==> config.mk <==
export PLATFORM = sky130hd
export DESIGN_NAME = lph_mcg
export DESIGN_NICKNAME = d
export VERILOG_FILES = /design/src/lph_pkg.sv /design/src/lph_mcg.sv
export SDC_FILE = /design/constraint.sdc
export NUM_CORES = 2
export LEC_CHECK = 0
export ABC_CLOCK_PERIOD_IN_PS = 16200
export BUFFER_PORTS_ARGS = -buffer_cell sky130_fd_sc_hd__buf_2
export CORE_ASPECT_RATIO = 0.7
export CORE_MARGIN = 8
export CORE_UTILIZATION = 40
export DETAILED_ROUTE_END_ITERATION = 10
export PLACE_DENSITY_LB_ADDON = 0.25
export SETUP_SLACK_MARGIN = 0.02
export SLEW_MARGIN = 20
export SYNTH_ARGS = -nofsm -noshare
export SYNTH_HDL_FRONTEND = slang
export SYNTH_SLANG_ARGS = --single-unit
==> constraint.sdc <==
create_clock -name clk_i -period 16.2 [get_ports clk_i]
set_input_delay 3.24 -clock clk_i [delete_from_list [all_inputs] [get_ports clk_i]]
set_output_delay 3.24 -clock clk_i [all_outputs]
set_load 0.005 [all_outputs]
==> src/lph_pkg.sv <==
// Package for the Lehmer random generator histogram unit: shared types,
// constants and the partial product schedule of the generator multiply.
// No dependencies.
`timescale 1ns / 1ps

package lph_pkg;

  // default sizes of the bin store
  localparam int unsigned BinsDefault       = 256;
  localparam int unsigned CountWidthDefault = 32;

  // generator constants
  localparam logic [127:0] MultConst = {64'h12e15e35b500f16e, 64'h2e714eb2b37916a5};
  localparam logic [63:0]  SeedReset = 64'd1191921817;

  // configuration register map
  localparam int unsigned CfgIdxW   = 1;
  localparam int unsigned CfgDataW  = 64;
  localparam int unsigned BinCountW = 9;
  localparam logic [CfgIdxW-1:0]   CfgSeed       = 1'b0;
  localparam logic [CfgIdxW-1:0]   CfgBinCount   = 1'b1;
  localparam logic [BinCountW-1:0] BinCountReset = 9'd256;

  // partial products kept modulo 2^128, one per multiply step
  localparam logic [3:0] MulSteps = 4'd10;

  typedef enum logic [1:0] {
    KIND_DRAW   = 2'd0,
    KIND_READ   = 2'd1,
    KIND_RESEED = 2'd2,
    KIND_NONE   = 2'd3
  } kind_e;

  // control into the generator
  typedef struct packed {
    logic        start;
    logic        load;
    logic [63:0] seed;
  } gen_ctrl_t;

  // status out of the generator
  typedef struct packed {
    logic        done;
    logic [63:0] draw;
  } gen_stat_t;

  // limb pair {state limb, multiplier limb} for one multiply step
  function automatic logic [3:0] mul_pair(input logic [3:0] step);
    logic [3:0] pair;
    case (step)
      4'd0:    pair = {2'd0, 2'd0};
      4'd1:    pair = {2'd0, 2'd1};
      4'd2:    pair = {2'd1, 2'd0};
      4'd3:    pair = {2'd0, 2'd2};
      4'd4:    pair = {2'd1, 2'd1};
      4'd5:    pair = {2'd2, 2'd0};
      4'd6:    pair = {2'd0, 2'd3};
      4'd7:    pair = {2'd1, 2'd2};
      4'd8:    pair = {2'd2, 2'd1};
      4'd9:    pair = {2'd3, 2'd0};
      default: pair = {2'd0, 2'd0};
    endcase
    return pair;
  endfunction

endpackage

==> src/lph_mcg.sv <==
// Generator state and its multiply by the fixed constant modulo 2^128,
// done over ten steps of one shared 32 x 32 multiplier. Uses lph_pkg.
`timescale 1ns / 1ps

module lph_mcg (
  input  logic               clk_i,
  input  logic               rst_ni,
  input  lph_pkg::gen_ctrl_t ctrl_i,
  output lph_pkg::gen_stat_t stat_o
);
  import lph_pkg::*;

  logic [127:0] state_q;
  logic [127:0] acc_q, acc_d;
  logic [63:0]  prod_q, prod_d;
  logic [1:0]   shift_q;
  logic [3:0]   step_q;
  logic         busy_q;
  logic         pv_q;
  logic         done_q;
  logic [3:0]   pair;
  logic [31:0]  a_limb, b_limb;
  logic         last;

  // operand selection for the current step
  assign pair   = mul_pair(step_q);
  assign a_limb = state_q[{pair[3:2], 5'd0} +: 32];
  assign b_limb = MultConst[{pair[1:0], 5'd0} +: 32];
  assign prod_d = a_limb * b_limb;

  // accumulate the previous product at its limb offset
  assign acc_d = pv_q ? acc_q + (128'(prod_q) << {shift_q, 5'd0}) : acc_q;
  assign last  = busy_q && pv_q && (step_q == MulSteps);

  // sequencer and control registers
  always_ff @(posedge clk_i or negedge rst_ni) begin
    if (!rst_ni) begin
      state_q <= {63'd0, SeedReset, 1'b1};
      busy_q  <= 1'b0;
      pv_q    <= 1'b0;
      step_q  <= '0;
      done_q  <= 1'b0;
    end else begin
      done_q <= 1'b0;
      if (ctrl_i.load) begin
        state_q <= {63'd0, ctrl_i.seed, 1'b1};
      end
      if (ctrl_i.start) begin
        busy_q <= 1'b1;
        step_q <= '0;
        pv_q   <= 1'b0;
      end else if (busy_q) begin
        if (last) begin
          state_q <= acc_d;
          busy_q  <= 1'b0;
          pv_q    <= 1'b0;
          done_q  <= 1'b1;
        end else begin
          step_q <= step_q + 4'd1;
          pv_q   <= 1'b1;
        end
      end
    end
  end

  // datapath registers
  always_ff @(posedge clk_i) begin
    if (ctrl_i.start) begin
      acc_q <= '0;
    end else if (busy_q) begin
      acc_q <= acc_d;
      if (step_q != MulSteps) begin
        prod_q  <= prod_d;
        shift_q <= pair[3:2] + pair[1:0];
      end
    end
  end

  assign stat_o.done = done_q;
  assign stat_o.draw = state_q[127:64];

endmodule

# Word level (Yosys, flattened, before mapping)
# Memory sizes are Yosys's and may differ from the RTL's.
# Index checks and enable logic that the tools add are counted.
totals:
  mem_bits_ro: 64
  elab_cells: 41
  mem_bits_rw: 0
  reg_bits: 329
  out_inout_bits: 65
  mem_count: 1
  in_bits: 68
  latchBits: 0
op_classes:
  bitwise_logic: 1
  n_addsub: 3
  n_lt_le_gt_ge: 0
  n_div: 0
  muxes: 16
  n_shift: 3
  n_reduce_logical: 5
  eq_ne: 3
  mul: 1
mem_list:
  columns: ["memory", "words", "width", "rd", "rd_ports_with_merged_regs", "write_ports", "line", "text"]
  rows:
  - ["(no name shown)", 16, 4, 1, 0, 0, "lph_pkg.sv:50", "case (step)"]
ops:
  columns: ["operator", "n"]
  rows:
  - ["2-to-1 mux 128 bit", 5]
  - ["adder 128 bit", 1]
  - ["indexed part select 128 x 8 -> 32 bit", 1]
  - ["indexed part select 128 x 8 -> 32 bit, first input constant", 1]
  - ["<< shifter 64 x 7 -> 128 bit", 1]
  - ["multiplier 32 x 32 -> 64 bit", 1]
  - ["2-to-1 mux 4 bit", 3]
  - ["2-to-1 mux 1 bit", 8]
  - ["adder 4 x 1 -> 4 bit, second input constant", 1]
  - ["== test 4 bit, second input constant", 1]
  - ["inequality test 4 bit, second input constant", 1]
  - ["AND reduction 3 bit", 1]
  - ["adder 2 bit", 1]
  - ["logical AND 1 bit", 2]
  - ["inequality test 2 bit, second input constant", 1]
  - ["AND reduction 2 bit", 1]
  - ["nonzero test 2 bit", 1]
  - ["NOT 1 bit", 1]

# Logic depth before layout (Yosys ltp)
depth:
  ltp_word: 6
  ltp_mapped: 42

# Worst setup path before layout
# No wires, ideal clock.
synth_path:
  path_type: "register -> register"
  from: "register step_q[1]"
  to: "register prod_q[63] (data pin)"
  t_arrival_ps: 9634
  period_less_slack_ps: 9894
  path_stages_with_launch: 38
  slack_ps: 6306
  required_time_ps: 15941
  path_buffers: 5
  path_cell_list: "dfrtp_1 > inv_1 > ha_1 > nor2b_1 > a21oi_1 > o22ai_1 > inv_1 > clkbuf_1 > clkbuf_1 > ha_1 > clkbuf_1 > clkinv_1 > clkbuf_1 > nor2_1 > fa_1 > fa_1 > inv_1 > fa_1 > [2 not listed] > inv_1 > fa_1 > fa_1 > fa_1 > ha_1 > clkbuf_1 > nand4_1 > nor2_1 > a21oi_1 > o21ai_0 > a21oi_1 > o41ai_2 > a31o_2 > a21boi_2 > o41ai_2 > o2111ai_1 > a21oi_1 > xnor2_1"
synth_between:
  elab_chain_len: 3
  elab_cells_between_ends: 4
  classes_between: "mul: 1; shift: 2; memory: 1"
synth_lines:
  columns: ["element", "line", "text"]
  rows:
  - ["start: declaration", "lph_mcg.sv:17", "logic [3:0] step_q;"]
  - ["start signal: assignment", "lph_mcg.sv:59", "step_q <= step_q + 4'd1;"]
  - ["memory read (16 x 4 bit) *", null, null]
  - ["indexed part select 128 x 8 -> 32 bit (on tied branches)", "lph_mcg.sv:27, lph_mcg.sv:28", null]
  - ["multiplier 32 x 32 -> 64 bit *", "lph_mcg.sv:29", "assign prod_d = a_limb * b_limb;"]
  - ["named net prod_d[63]", "lph_mcg.sv:15", "logic [63:0] prod_q, prod_d;"]
  - ["end signal: assignment", "lph_mcg.sv:73", "prod_q <= prod_d;"]
  - ["end: declaration", "lph_mcg.sv:15", null]
# The timed path passes the listed nets; every way through them passes the cells marked *.
# A chain may end at the register's enable or synchronous reset.

# Worst setup path in the final report
layout_path:
  from: "register step_q[0]"
  to: "register prod_q[62] (data pin)"
# Same word-level chain as after synthesis.

==> results.cfg <==
[outcome]
status = finished clean

[hold_path]
hold_path.class = reg -> reg
hold_depth = 2

[placed_design]
place.port_buffers = 132
dp_hpwl_mm = 183
place_area_mm2 = 0.0538
gp_congestion = 1.02

[floorplan]
dieArea_mm2 = 0.142
die_w_um = 447
placementRows = 110
coreArea_mm2 = 0.129
start_util_pct = 40.4
die_h_um = 318
io_pins = 133

[route]
firstDrtPassIters = 7
num_vias = 43200
vias_per_cell = 5.78
drt-wirelength-per-cell_um = 29.0
ant_nets = 0
wl_mm = 217
drc_errors = 0
dr.first_iter.drc_count = 5429

[clock_network]
clock-root-buffer = clkbuf_16
clock_latency_ns = 0.57
cts_tree = done
numCtsBuffers = 34
postCtsSetupRepairBufs = 0
cts.reportedPaths.clkPinSlew_ns = 0.07
hold_buffers = 0
clock-sinks = 329
clk_path_buf_depth = 3
cts_resized = 0
ctsHtreeMaxLevel = 2

[timing]
period_share_pct = 70.4
fin_crit_ns = 11.41
finalMaxSlewViolations = 0
skew_ns = 0.0304
tns_ns = 0
hold_viol = 0
setup_viol = 0
maxSlewHeadroom_pct = 27.6
rsz0062_at_grt = false
hold_slack_ns = 0.458
tightestPinTransition_ns = 1.08
max_freq_mhz = 87.7

[finish]
most-common-layout-cells = 923 x inv_1, 739 x fa_1, 506 x nand2_1, 506 x ha_1, 438 x nor2_1
final_common_cell = inv_1
final_area_mm2 = 0.0549
drive_gt1_share_pct = 6.47
num-fill-cells = 12900
nNetsFinal = 7026
area_growth_pct = 5.75
final_util_pct = 42.7

[run]
maxCapViolCount = 0

[setup_path]
critPathMaxStageDelay_ns = 0.77
crit_type = reg -> reg
crit_required_ns = 16.50
path_max_fanout = 24
start_kind = register
cp-end-kind = register
crit_slowest_cell = mux2i_1
cp.arrival_ns = 11.71
ff2ff_path_depth = 32
worst_path_most_repeated_cell = fa_1

[logic_synthesis]
synth_fp_nets = 7144
synthArstFlopShare_pct = 41.0
synth.cell_area_mm2 = 0.0519
ys_types = 90
ys_seq_area_share_pct = 15.3
synth_area_per_cell_um2 = 8.92
synth_seq_cells = 329
synth_edf_count = 66
synthCells = 5827
ys_warn_count = 0
ys.flop_type = dfxtp_1

[global_routing]
grt_max_degree = 69
grtUsageTotal_pct = 29.8
grt_pass1_wl_mm = 310
antenna_found_initial = 8
globalRoute.totalOverflow = 0
grt_pass1_vias = 41900
## path summary, 6_finish.rpt
path,slack (ns),startpoint,to
max reg2reg,4.79,step_q[0]$_DFFE_PN0P_,prod_q[62]$_DFFE_PP_
min reg2reg,0.46,acc_q[113]$_SDFFE_PP0P_,acc_q[113]$_SDFFE_PP0P_
max,4.79,step_q[0]$_DFFE_PN0P_,prod_q[62]$_DFFE_PP_
min,0.46,acc_q[113]$_SDFFE_PP0P_,acc_q[113]$_SDFFE_PP0P_
min in group asynchronous,2.74,rst_ni,state_q[10]$_DFF_PN0_
max in group asynchronous,11.99,rst_ni,state_q[120]$_DFF_PN0_
## layer usage
| metal | vias to the layer above | track usage [%] | wire length (um) |
|---|---|---|---|
| li1 | 18800 | - | - |
| met3 | 196 | 12.1 | 30200 |
| met2 | 2362 | 38.5 | 81800 |
| met5 | - | 0 | 23 |
| met4 | 4 | 4.27 | 3930 |
| met1 | 21800 | 46.4 | 101000 |
## cells in the mapped netlist (22+ instances only)
cell,number,area [um^2]
inv_1,925,3470
nand2b_1,57,357
nand3_1,30,150
nand3b_1,28,210
clkbuf_1,252,946
mux2i_1,172,1720
nor2b_1,87,544
o21ai_0,203,1020
xor2_1,84,736
nand4_1,105,657
edfxtp_1,66,1980
a21o_1,110,826
buf_4,65,488
nor2_1,443,1660
fa_1,739,14800
a211oi_1,77,578
and2_1,41,257
a31oi_1,29,181
o21bai_1,54,405
a21oi_1,393,1970
dfrtp_1,121,3030
buf_2,22,110
dfxtp_1,128,2560
a22o_1,96,841
ha_1,510,6380
o21a_1,40,300
nand2_1,508,1910
nor3_1,30,150
xnor2_1,154,1350
## flip-flops by register name, summed over array words and instances, names as in the netlist
| name | flops |
|---|---|
| acc_q | 128 |
| busy_q | 1 |
| prod_q | 64 |
| step_q | 4 |
| pv_q | 1 |
| state_q | 128 |
| done_q | 1 |
| shift_q | 2 |
## area by class of cell
type / instances / area, um^2 / area share (%)
clock inverter: 20 / 184 / 0.335
multi-input combinational: 4206 / 39000 / 71.0
tap: 1736 / 2170 / 3.95
antenna: 4 / 10.0 / 0.0182
timing repair buffer: 203 / 1200 / 2.19
inverter: 935 / 3510 / 6.39
clock buffer: 41 / 898 / 1.64
sequential: 329 / 7940 / 14.5
## critical path, delay by kind of cell, from the launching register on
family | cells | cell delay (ns)
simple gates | 2 | 0.89
xor+xnor | 1 | 0.16
buf+inv | 6 | 1.48
mux | 3 | 1.10
fa+ha+maj | 10 | 4.75
flops | 1 | 0.45
compound gates | 10 | 2.20
## logic make-up after synthesis
logic type / after synthesis / share of synthesized area (%)
compound gates: 1149 / 14.4
fa+ha+maj: 1249 / 40.8
flops: 329 / 15.3
buf+inv: 1292 / 9.86
simple gates: 1387 / 12.2
mux: 183 / 3.55
xor+xnor: 238 / 4.01
## per-stage QoR
stage | worst slack [ns] | instances
2_1_floorplan | 6.31 | 5827
3_3_place_gp | 5.24 | 7408
3_5_place_dp | 5.05 | 7409
4_1_cts | 5.04 | 7470
5_1_grt | 4.32 | 7470
6_report | 4.79 | 7474
Power is not shown: default switching activity piles up to over one toggle a cycle in this logic, so the estimate is an artifact.
