## config.mk

```make
export PLATFORM = sky130hd
export DESIGN_NAME = lph_mod
export DESIGN_NICKNAME = d
export VERILOG_FILES = /design/src/lph_mod.sv
export SDC_FILE = /design/constraint.sdc
export NUM_CORES = 1
export LEC_CHECK = 0
export BUFFER_PORTS_ARGS = -buffer_cell sky130_fd_sc_hd__buf_2
export CAP_MARGIN = 20
export CORE_MARGIN = 2
export CORE_UTILIZATION = 55
export CTS_BUF_LIST = sky130_fd_sc_hd__clkbuf_4 sky130_fd_sc_hd__clkbuf_8 sky130_fd_sc_hd__clkbuf_16
export CTS_CLUSTER_SIZE = 24
export DETAILED_ROUTE_END_ITERATION = 7
export PLACE_DENSITY = 0.8
export SETUP_SLACK_MARGIN = 0.05
export SLEW_MARGIN = 10
export SYNTH_ARGS = -nofsm -noshare
export SYNTH_HDL_FRONTEND = slang
export SYNTH_SLANG_ARGS = --single-unit
export TNS_END_PERCENT = 1
```

## constraint.sdc

```tcl
create_clock -name clk_i -period 2.6 [get_ports clk_i]
set_input_delay 0.39 -clock clk_i [delete_from_list [all_inputs] [get_ports clk_i]]
set_output_delay 0.39 -clock clk_i [all_outputs]
set_load 0.1 [all_outputs]
```

## src/lph_mod.sv

```systemverilog
// Bit-serial restoring remainder of a 64-bit draw by a narrow divisor,
// one dividend bit per cycle. No dependencies.
`timescale 1ns / 1ps

module lph_mod #(
  parameter int unsigned MW = 9
) (
  input  logic          clk_i,
  input  logic          rst_ni,
  input  logic          start_i,
  input  logic [63:0]   dividend_i,
  input  logic [MW-1:0] divisor_i,
  output logic          done_o,
  output logic [MW-1:0] rem_o
);

  logic [63:0]   dvd_q;
  logic [MW-1:0] div_q;
  logic [MW-1:0] rem_q, rem_d;
  logic [6:0]    cnt_q;
  logic          busy_q;
  logic          done_q;
  logic [MW:0]   trial;

  // one restoring step
  assign trial = {rem_q, dvd_q[63]};
  always_comb begin
    if (trial >= {1'b0, div_q}) begin
      rem_d = MW'(trial - {1'b0, div_q});
    end else begin
      rem_d = trial[MW-1:0];
    end
  end

  // iteration control
  always_ff @(posedge clk_i or negedge rst_ni) begin
    if (!rst_ni) begin
      busy_q <= 1'b0;
      done_q <= 1'b0;
      cnt_q  <= '0;
    end else begin
      done_q <= 1'b0;
      if (start_i) begin
        busy_q <= 1'b1;
        cnt_q  <= '0;
      end else if (busy_q) begin
        cnt_q <= cnt_q + 7'd1;
        if (cnt_q == 7'd63) begin
          busy_q <= 1'b0;
          done_q <= 1'b1;
        end
      end
    end
  end

  // dividend shift and partial remainder
  always_ff @(posedge clk_i) begin
    if (start_i) begin
      dvd_q <= dividend_i;
      div_q <= divisor_i;
      rem_q <= '0;
    end else if (busy_q) begin
      dvd_q <= {dvd_q[62:0], 1'b0};
      rem_q <= rem_d;
    end
  end

  assign done_o = done_q;
  assign rem_o  = rem_q;

endmodule

```

# --- Word-level counts from Yosys, hierarchy flattened ---
# Cells that the tools add are included.
classes:
  add_sub_neg: 2
  mul: 0
  n_div: 0
  order_cmp: 1
  n_eq_ne: 1
  shift: 0
  muxes: 11
  bitwise: 0
  n_reduce_logical: 1
op_table:
  columns: ["operator", "n"]
  rows:
  - ["64-bit 2-to-1 mux", 2]
  - ["7-bit 2-to-1 mux", 2]
  - ["10-bit by 9-bit >= comparator with 1-bit output", 1]
  - ["9-bit 2-to-1 mux", 1]
  - ["9-bit subtractor", 1]
  - ["7-bit by 1-bit adder with 7-bit output (second input constant)", 1]
  - ["7-bit by 6-bit equality test with 1-bit output (second input constant)", 1]
  - ["1-bit 2-to-1 mux", 6]
  - ["2-bit nonzero test", 1]
word_totals:
  reg_bits: 91
  latch_bits: 0
  mem_bits_rw: 0
  mem_bits_ro: 0
  inputBits: 76
  output_inout_bits: 10
  elab_cells: 22
  memories: 0

# --- Longest topological paths before layout ---
# Gate-level depths: netlist of the first run.
logic_depth:
  word_depth: 4
  ltp_mapped: 9
  ltp_nobuf: 9

# --- Least setup slack after synthesis of the first run ---
# Ideal clock, no wire load.
synth_path:
  path_kind: "register to register"
  from: "register rem_q[6] (netlist: rem_o[6])"
  to: "register rem_q[8] (netlist: rem_o[8])"
  setup_ns: 0.088
  arrival_time_ns: 2.672
  t_required_ns: 2.512
  setup_slack_ns: -0.160
  path_stages_with_launch: 7
  n_path_buf: 0
  synth_period_minus_slack_ns: 2.760
  path_cell_list: "dfxtp_1 -> ha_1 -> nand4b_2 -> or3_4 -> o211a_2 -> or3_1 -> a311oi_2"
synth_between:
  elab_chain_len: 2
  elab_cells_between_ends: 3
  cone_classes: "add/sub (1); order compare (1); mux (1)"
synth_rtl:
  columns: ["item", "line", "rtl"]
  rows:
  - ["start, declared", "19", "logic [MW-1:0] rem_q, rem_d;"]
  - ["start signal, assigned", "64", "rem_q <= rem_d;"]
  - ["9-bit subtractor / 10-bit by 9-bit >= comparator with 1-bit output (equally long branches)", "29, 28", null]
  - ["9-bit 2-to-1 mux *", "28", "if (trial >= {1'b0, div_q}) begin"]
# Every way passes the cells marked *; elsewhere a longest branch is shown, timed or not.
# A chain may end at the register's enable or synchronous reset.

# --- Final worst setup path of the first run ---
layout_path:
  from: "register div_q[7]"
  to: "register rem_q[6] (netlist: rem_o[6])"
layout_between:
  elab_chain_len: 2
layout_rtl:
  columns: ["item", "line", "rtl"]
  rows:
  - ["start, declared", "18", "logic [MW-1:0] div_q;"]
  - ["start signal, assigned", "60", "div_q <= divisor_i;"]
  - ["10-bit by 9-bit >= comparator with 1-bit output", "28", null]
  - ["9-bit 2-to-1 mux", "28", null]
# No other way between the ends.

==> run_results.csv, run 1 <==
group,metric,value,unit
run_status,status,"finished clean",
synth,synth_top_area_share,51.8,%
detailed_routing,drt-vias-per-instance,5.36,
finish,final_cell_area,0.00503,sq mm
critical_path,end_kind,"flop",
timing,period_needed,2.40,ns
critical_path,critPathArrivalTime,2.67,ns
power_and_ir_drop,ir_worst_vdd,474,uV
timing,period_share,92.2,%
detailed_routing,ant_nets,0,
placed_design,hpwlAfterDp,5.16,mm
detailed_routing,wire_per_inst,15.5,microns
job,max-cap-violations,0,
power_and_ir_drop,power_density,843,mW/mm^2
placed_design,placed_cell_area,0.00480,sq mm
detailed_routing,vias,2606,
synth,ys_seq_elements,91,
power_and_ir_drop,leakagePower,2.08,nW
timing,tns,0,ns
timing,setup_violations,0,
clocking,cts_sinks,91,
clocking,cts_made_buffers,9,
timing,max_slew_margin,51.5,%
critical_path,crit_required,2.88,ns
die,initial_core_util,57.5,%
finish,drive_gt1_share,48.3,%
grt,grt_max_degree,44,
placed_design,port_buffers,85,
die,coreArea,0.00737,sq mm
detailed_routing,drt-total-wl,7.55,mm
timing,finalHoldViolations,0,
die,io_pins,86,
synth,synth_cell_type_count,42,
clocking,cts_root_buffer,"clkbuf_8",
critical_path,crit_type,"flop to flop",
clocking,cts_max_level,3,
die,die_x,91.7,microns
detailed_routing,drcViolationCount,0,
hold_path,hold_class,"input pin to flop",
detailed_routing,drt-initial-drc-count,126,
synth,syn-instance-count,293,
placed_design,place.gp.congestion,0.857,
synth,synthArstFlopShare,9.89,%
timing,maxSlewViolCount,0,
synth,synthFlopType,"edfxtp_1",
synth,ys_seq_area_share,61.3,%
die,num_rows,31,
grt,grt_pass1_wl,12.4,mm
synth,synth_enable_flop_cells,73,
timing,finClkSkew,0.0108,ns
detailed_routing,drt-pass1-iter-count,4,
grt,antenna_found_initial,1,
clocking,cts_buffer_depth,2,
finish,fillerInstances,556,
die,dieHeight,91.7,microns
synth,yosys.area.top_type,"edfxtp_1",
synth,syn_area_per_cell,14.5,sq um
clocking,cts.clk_slew.worst_paths,0.09,ns
finish,nets,469,
grt,grt_pass1_vias,2645,
synth,synthesis.area,0.00423,sq mm
finish,area_growth,18.9,%
critical_path,path_max_fanout,8,
grt,grt_overflow,0,
grt,grt_use_total,18.9,%
critical_path,startpoint_type,"flop",
finish,antenna_cells,0,
synth,synth_area_leaders,"edfxtp_1, mux2_2, dfrtp_1",
clocking,cts_tree,"yes",
synth,synth_warnings,0,
timing,worst_pin_slew,0.723,ns
synth,syn_nets,380,
timing,holdWs,0.194,ns
clocking,insertion_delay,0.36,ns
timing,rsz0062_at_grt,"no",
timing,fmax,417,MHz
die,die_area,0.00842,sq mm
cells in the final DEF, fill, tap and decap left out, types with 2 or more instances in the layout:
| cell | instances |
|---|---|
| dfxtp_2 | 8 |
| nand2_1 | 10 |
| o211ai_1 | 4 |
| mux2_2 | 63 |
| dfrtp_1 | 9 |
| inv_1 | 11 |
| buf_2 | 84 |
| or3_1 | 3 |
| nand3b_1 | 2 |
| clkinvlp_4 | 2 |
| nand3_1 | 3 |
| xor2_1 | 6 |
| xnor2_1 | 2 |
| mux2i_1 | 7 |
| and2_1 | 2 |
| nand2b_1 | 3 |
| edfxtp_1 | 73 |
| a21o_1 | 2 |
| nand4_1 | 3 |
| a211oi_1 | 6 |
| nor3b_1 | 2 |
| buf_4 | 6 |
| nor2_1 | 18 |
| a311oi_1 | 3 |
| clkbuf_4 | 2 |
| clkbuf_8 | 9 |
| a21oi_1 | 8 |
| o21ai_0 | 3 |
| ha_1 | 10 |
what timing repair did:
action	CTS	global route
gates resized for setup	0	4
endpoints found under the setup margin	0	8
hold endpoints to repair	9	0
buffers inserted	0	0
hold buffers	1	0
through the flow:
stage / utilization (%) / power (W) / std cells / setup slack, ns
after floorplan: - / 0.00296 / 293 / 0.191
final: 68.3 / 0.00424 / 486 / 0.202
after CTS: 68.0 / 0.00421 / 486 / 0.182
after global routing: 68.3 / 0.00444 / 486 / 0.0516
after detailed placement: 65.1 / 0.00324 / 469 / 0.199
after global placement: 65.1 / 0.00321 / 469 / 0.263
critical path: stages, from the launching register on:
cell and delay (ns):
edfxtp_1 0.34, inv_1 0.04, ha_1 0.37, a21o_1 0.24, a211oi_1 0.64, o211ai_4 0.26, mux2i_1 0.18, a211oi_1 0.25
synth_stat cells (3+ instances only):
cell	count
a211oi_1	7
a21oi_1	8
a311oi_1	3
clkbuf_1	12
dfrtp_1	9
dfxtp_1	9
edfxtp_1	73
ha_1	10
inv_1	11
mux2_2	63
mux2i_1	7
nand2_1	10
nand2b_1	3
nand3_1	3
nand4_1	3
nor2_1	18
o211ai_1	4
o21ai_0	3
or3_1	3
xor2_1	6
area by class of cell:
class / count / area, sq um / area share, %
Clock inverter: 5 / 62.6 / 1.24
Tap cell: 99 / 124 / 2.46
Multi-Input combinational cell: 177 / 1560 / 31.1
Sequential cell: 91 / 2610 / 51.8
Inverter: 11 / 41.3 / 0.820
Timing Repair Buffer: 92 / 495 / 9.85
Clock buffer: 11 / 139 / 2.76
registers in the layout, indices dropped and copies added (netlist names):
signal / count
cnt_q: 7
done_o: 1
div_q: 9
busy_q: 1
rem_o: 9
dvd_q: 64
layer usage:
metal	share of wire [%]	track usage, %	routed length (microns)	up-vias
li1	-	-	-	1285
met3	7.0	6.33	532	16
met4	1.9	8.21	140	0
met1	44	24.6	3300	1231
met5	0	0	0	-
met2	47	29.1	3580	74
cells by family (layout without fill, tap and decap cells):
group | count (synthesis) | after routing | share of synthesized area, %
DFF | 91 | 91 | 61.3
muxes | 70 | 70 | 18.4
xor gates and xnor gates | 8 | 8 | 1.65
buffers and inverters | 25 | 119 | 2.28
adders and majority gates | 11 | 11 | 3.43
and+or+nand+nor | 53 | 53 | 6.77
AOI/OAI and AO/OA | 35 | 35 | 6.12
path summary, 6_finish.rpt:
kind	start	end	slack [ns]	depth (start not counted)
setup / recovery	div_q[7]$_DFFE_PP_	rem_o[6]$_SDFFE_PP0P_	0.20	7
hold / removal	divisor_i[8]	div_q[8]$_DFFE_PP_	0.19	1
setup reg to reg	div_q[7]$_DFFE_PP_	rem_o[6]$_SDFFE_PP0P_	0.20	7
hold reg to reg	rem_o[4]$_SDFFE_PP0P_	rem_o[5]$_SDFFE_PP0P_	0.51	2
max in group asynchronous	rst_ni	cnt_q[4]$_DFFE_PN0P_	2.03	2
min in group asynchronous	rst_ni	done_o$_DFF_PN0_	0.39	2
report_power, final:
| part | leakage (nW) | total, W | switching, W | internal, W |
|---|---|---|---|---|
| Clock | 0.0970 | 0.000979 | 0.000508 | 0.000471 |
| Combinational | 1.02 | 0.00138 | 0.000881 | 0.000504 |
| Sequential | 0.963 | 0.00188 | 0.000101 | 0.00177 |
No activity file was read; power rests on OpenSTA's default activity.
==> run 2: changes to the inputs <==
--- a/config.mk
+++ b/config.mk
@@ -8,12 +8,11 @@
 export BUFFER_PORTS_ARGS = -buffer_cell sky130_fd_sc_hd__buf_2
 export CAP_MARGIN = 20
 export CORE_MARGIN = 2
-export CORE_UTILIZATION = 55
+export CORE_UTILIZATION = 29
 export CTS_BUF_LIST = sky130_fd_sc_hd__clkbuf_4 sky130_fd_sc_hd__clkbuf_8 sky130_fd_sc_hd__clkbuf_16
 export CTS_CLUSTER_SIZE = 24
 export DETAILED_ROUTE_END_ITERATION = 7
-export PLACE_DENSITY = 0.8
-export SETUP_SLACK_MARGIN = 0.05
+export SETUP_SLACK_MARGIN = 0.4
 export SLEW_MARGIN = 10
 export SYNTH_ARGS = -nofsm -noshare
 export SYNTH_HDL_FRONTEND = slang
==> run_results.csv, run 2 (synthesis gave the netlist of run 1 again) <==
group,metric,value,unit
detailed_routing,drcViolationCount,0,
critical_path,crit_top_cell,"inv_1",
finish,nets,469,
finish,final_cell_area,0.00531,sq mm
timing,max_slew_margin,47.2,%
critical_path,path_max_fanout,2,
finish,area_growth,25.4,%
run_status,status,"finished clean",
placed_design,hpwlAfterDp,5.44,mm
placed_design,preCtsSetupSlack,0.113,ns
timing,finClkSkew,0.00461,ns
die,dieHeight,125,microns
power_and_ir_drop,p_total,0.00473,W
die,coreArea,0.0144,sq mm
placed_design,port_buffers,85,
power_and_ir_drop,leakagePower,2.14,nW
detailed_routing,drt-initial-drc-count,187,
finish,utilization,36.8,%
critical_path,crit_type,"flop to flop",
timing,maxSlewViolCount,0,
placed_design,place.gp.congestion,0.760,
finish,layout_common_cells,"buf_2, edfxtp_1, mux2_2",
timing,worst_pin_slew,0.793,ns
critical_path,max_stage_delay,0.39,ns
timing,setup_violations,0,
clocking,cts_max_level,3,
clocking,insertion_delay,0.34,ns
critical_path,cpMaxStageDelayCell,"edfxtp_1",
grt,grt_use_total,11.2,%
hold_path,holdPathStages,1,
timing,fmax,427,MHz
critical_path,critPathArrivalTime,2.60,ns
timing,tns,0,ns
finish,regMostFlops,"dvd_q",
grt,grt_pass1_vias,2745,
finish,fillerInstances,1398,
job,max-cap-violations,0,
detailed_routing,wire_per_inst,14.5,microns
critical_path,crit_required,2.86,ns
timing,period_needed,2.34,ns
grt,grt_max_degree,92,
finish,largest_reg_flops,64,
detailed_routing,drt-pass1-iter-count,5,
grt,grt_pass1_wl,13.7,mm
die,num_rows,44,
clocking,cts_buffer_depth,2,
power_and_ir_drop,ir_worst_vdd,330,uV
critical_path,startpoint_type,"flop",
grt,antenna_found_initial,3,
timing,finalHoldViolations,0,
finish,drive_gt1_share,48.7,%
finish,multi_input_area,0.00159,sq mm
placed_design,placed_cell_area,0.00495,sq mm
timing,period_share,90.0,%
critical_path,cp_cell_sequence,"inv_1, ha_1, inv_1, fa_2, a211oi_4, buf_4, o211ai_1, o211a_1, or3_1, a311oi_2",
detailed_routing,ant_nets,0,
die,initial_core_util,29.4,%
detailed_routing,drt-total-wl,8.31,mm
detailed_routing,vias,2656,
die,io_pins,86,
die,die_x,125,microns
grt,grt_overflow,0,
hold_path,hold_class,"input pin to flop",
die,die_area,0.0156,sq mm
clocking,cts_made_buffers,9,
critical_path,end_kind,"flop",
timing,rsz0062_at_grt,"yes",
clocking,cts.clk_slew.worst_paths,0.06,ns
finish,regArea,0.00263,sq mm
power_and_ir_drop,power_density,891,mW/mm^2
finish,final_common_cell,"buf_2",
clocking,cts_sinks,91,
clocking,cts_tree,"yes",
timing,fin_ws,0.260,ns
critical_path,r2r_cells,10,
clocking,cts_root_buffer,"clkbuf_16",
detailed_routing,drt-vias-per-instance,4.64,
-- run 2: cell count changes in the layout (fill, tap and decap cells not counted), sizes merged --
cell / before / now
inv: 12 / 11
bufinv: 1 / 2
clkbuf: 11 / 9
clkinvlp: 2 / 0
clkinv: 1 / 4
diode: 0 / 2
-- run 2: stage by stage --
stage          instances  hold slack [ns]
2_1_floorplan        293           0.0944
3_3_place_gp         551            0.251
3_5_place_dp         551            0.255
4_1_cts              570            0.204
5_1_grt              570            0.204
6_report             572            0.224
-- run 2: worst max-delay path, delay by kind of cell (launching register included) --
kind	cells	cell delay, ns
adders and majority gates	2	0.53
buffers and inverters	3	0.29
DFF	1	0.39
AOI/OAI and AO/OA	4	0.72
and+or+nand+nor	1	0.32
-- run 2: final timing paths --
path                                  startpoint               endpoint  slack (ns)
setup / recovery             dvd_q[63]$_DFFE_PP_  rem_o[8]$_SDFFE_PP0P_        0.26
hold / removal                      divisor_i[4]     div_q[4]$_DFFE_PP_        0.22
setup reg to reg             dvd_q[63]$_DFFE_PP_  rem_o[8]$_SDFFE_PP0P_        0.26
hold reg to reg            rem_o[4]$_SDFFE_PP0P_  rem_o[5]$_SDFFE_PP0P_        0.52
max in group asynchronous                 rst_ni   cnt_q[3]$_DFFE_PN0P_        1.99
min in group asynchronous                 rst_ni   cnt_q[6]$_DFFE_PN0P_        0.42
-- run 2: layer usage --
layer  GRT usage (%)  routed length (microns)  up-vias
li1                -                        -     1293
met1            14.0                     3820     1288
met2            16.9                     3740       61
met3            5.15                      618       12
met4            4.58                      125        2
met5               0                       13        -
-- run 2: area by class of cell --
type / count / share of cell area, %
Sequential cell: 91 / 49.5
Multi-Input combinational cell: 177 / 29.9
Timing Repair Buffer: 92 / 9.57
Tap cell: 184 / 4.34
Clock buffer: 9 / 4.24
Clock inverter: 6 / 1.53
Inverter: 11 / 0.778
Antenna cell: 2 / 0.0943
-- run 2: what timing repair did --
action                                 in CTS  in global routing
buffers inserted                            3                  0
pin swaps                                   1                  0
hold buffers                                1                  0
resized for setup                           2                  2
cloned                                      0                  0
endpoints found under the hold margin       9                  0
setup endpoints to repair                   9                  9
-- run 2: power by group --
group          internal [W]  switching, W  total (W)
clock network      0.000830      0.000544    0.00137
registers           0.00180      0.000114    0.00191
logic              0.000545      0.000903    0.00145
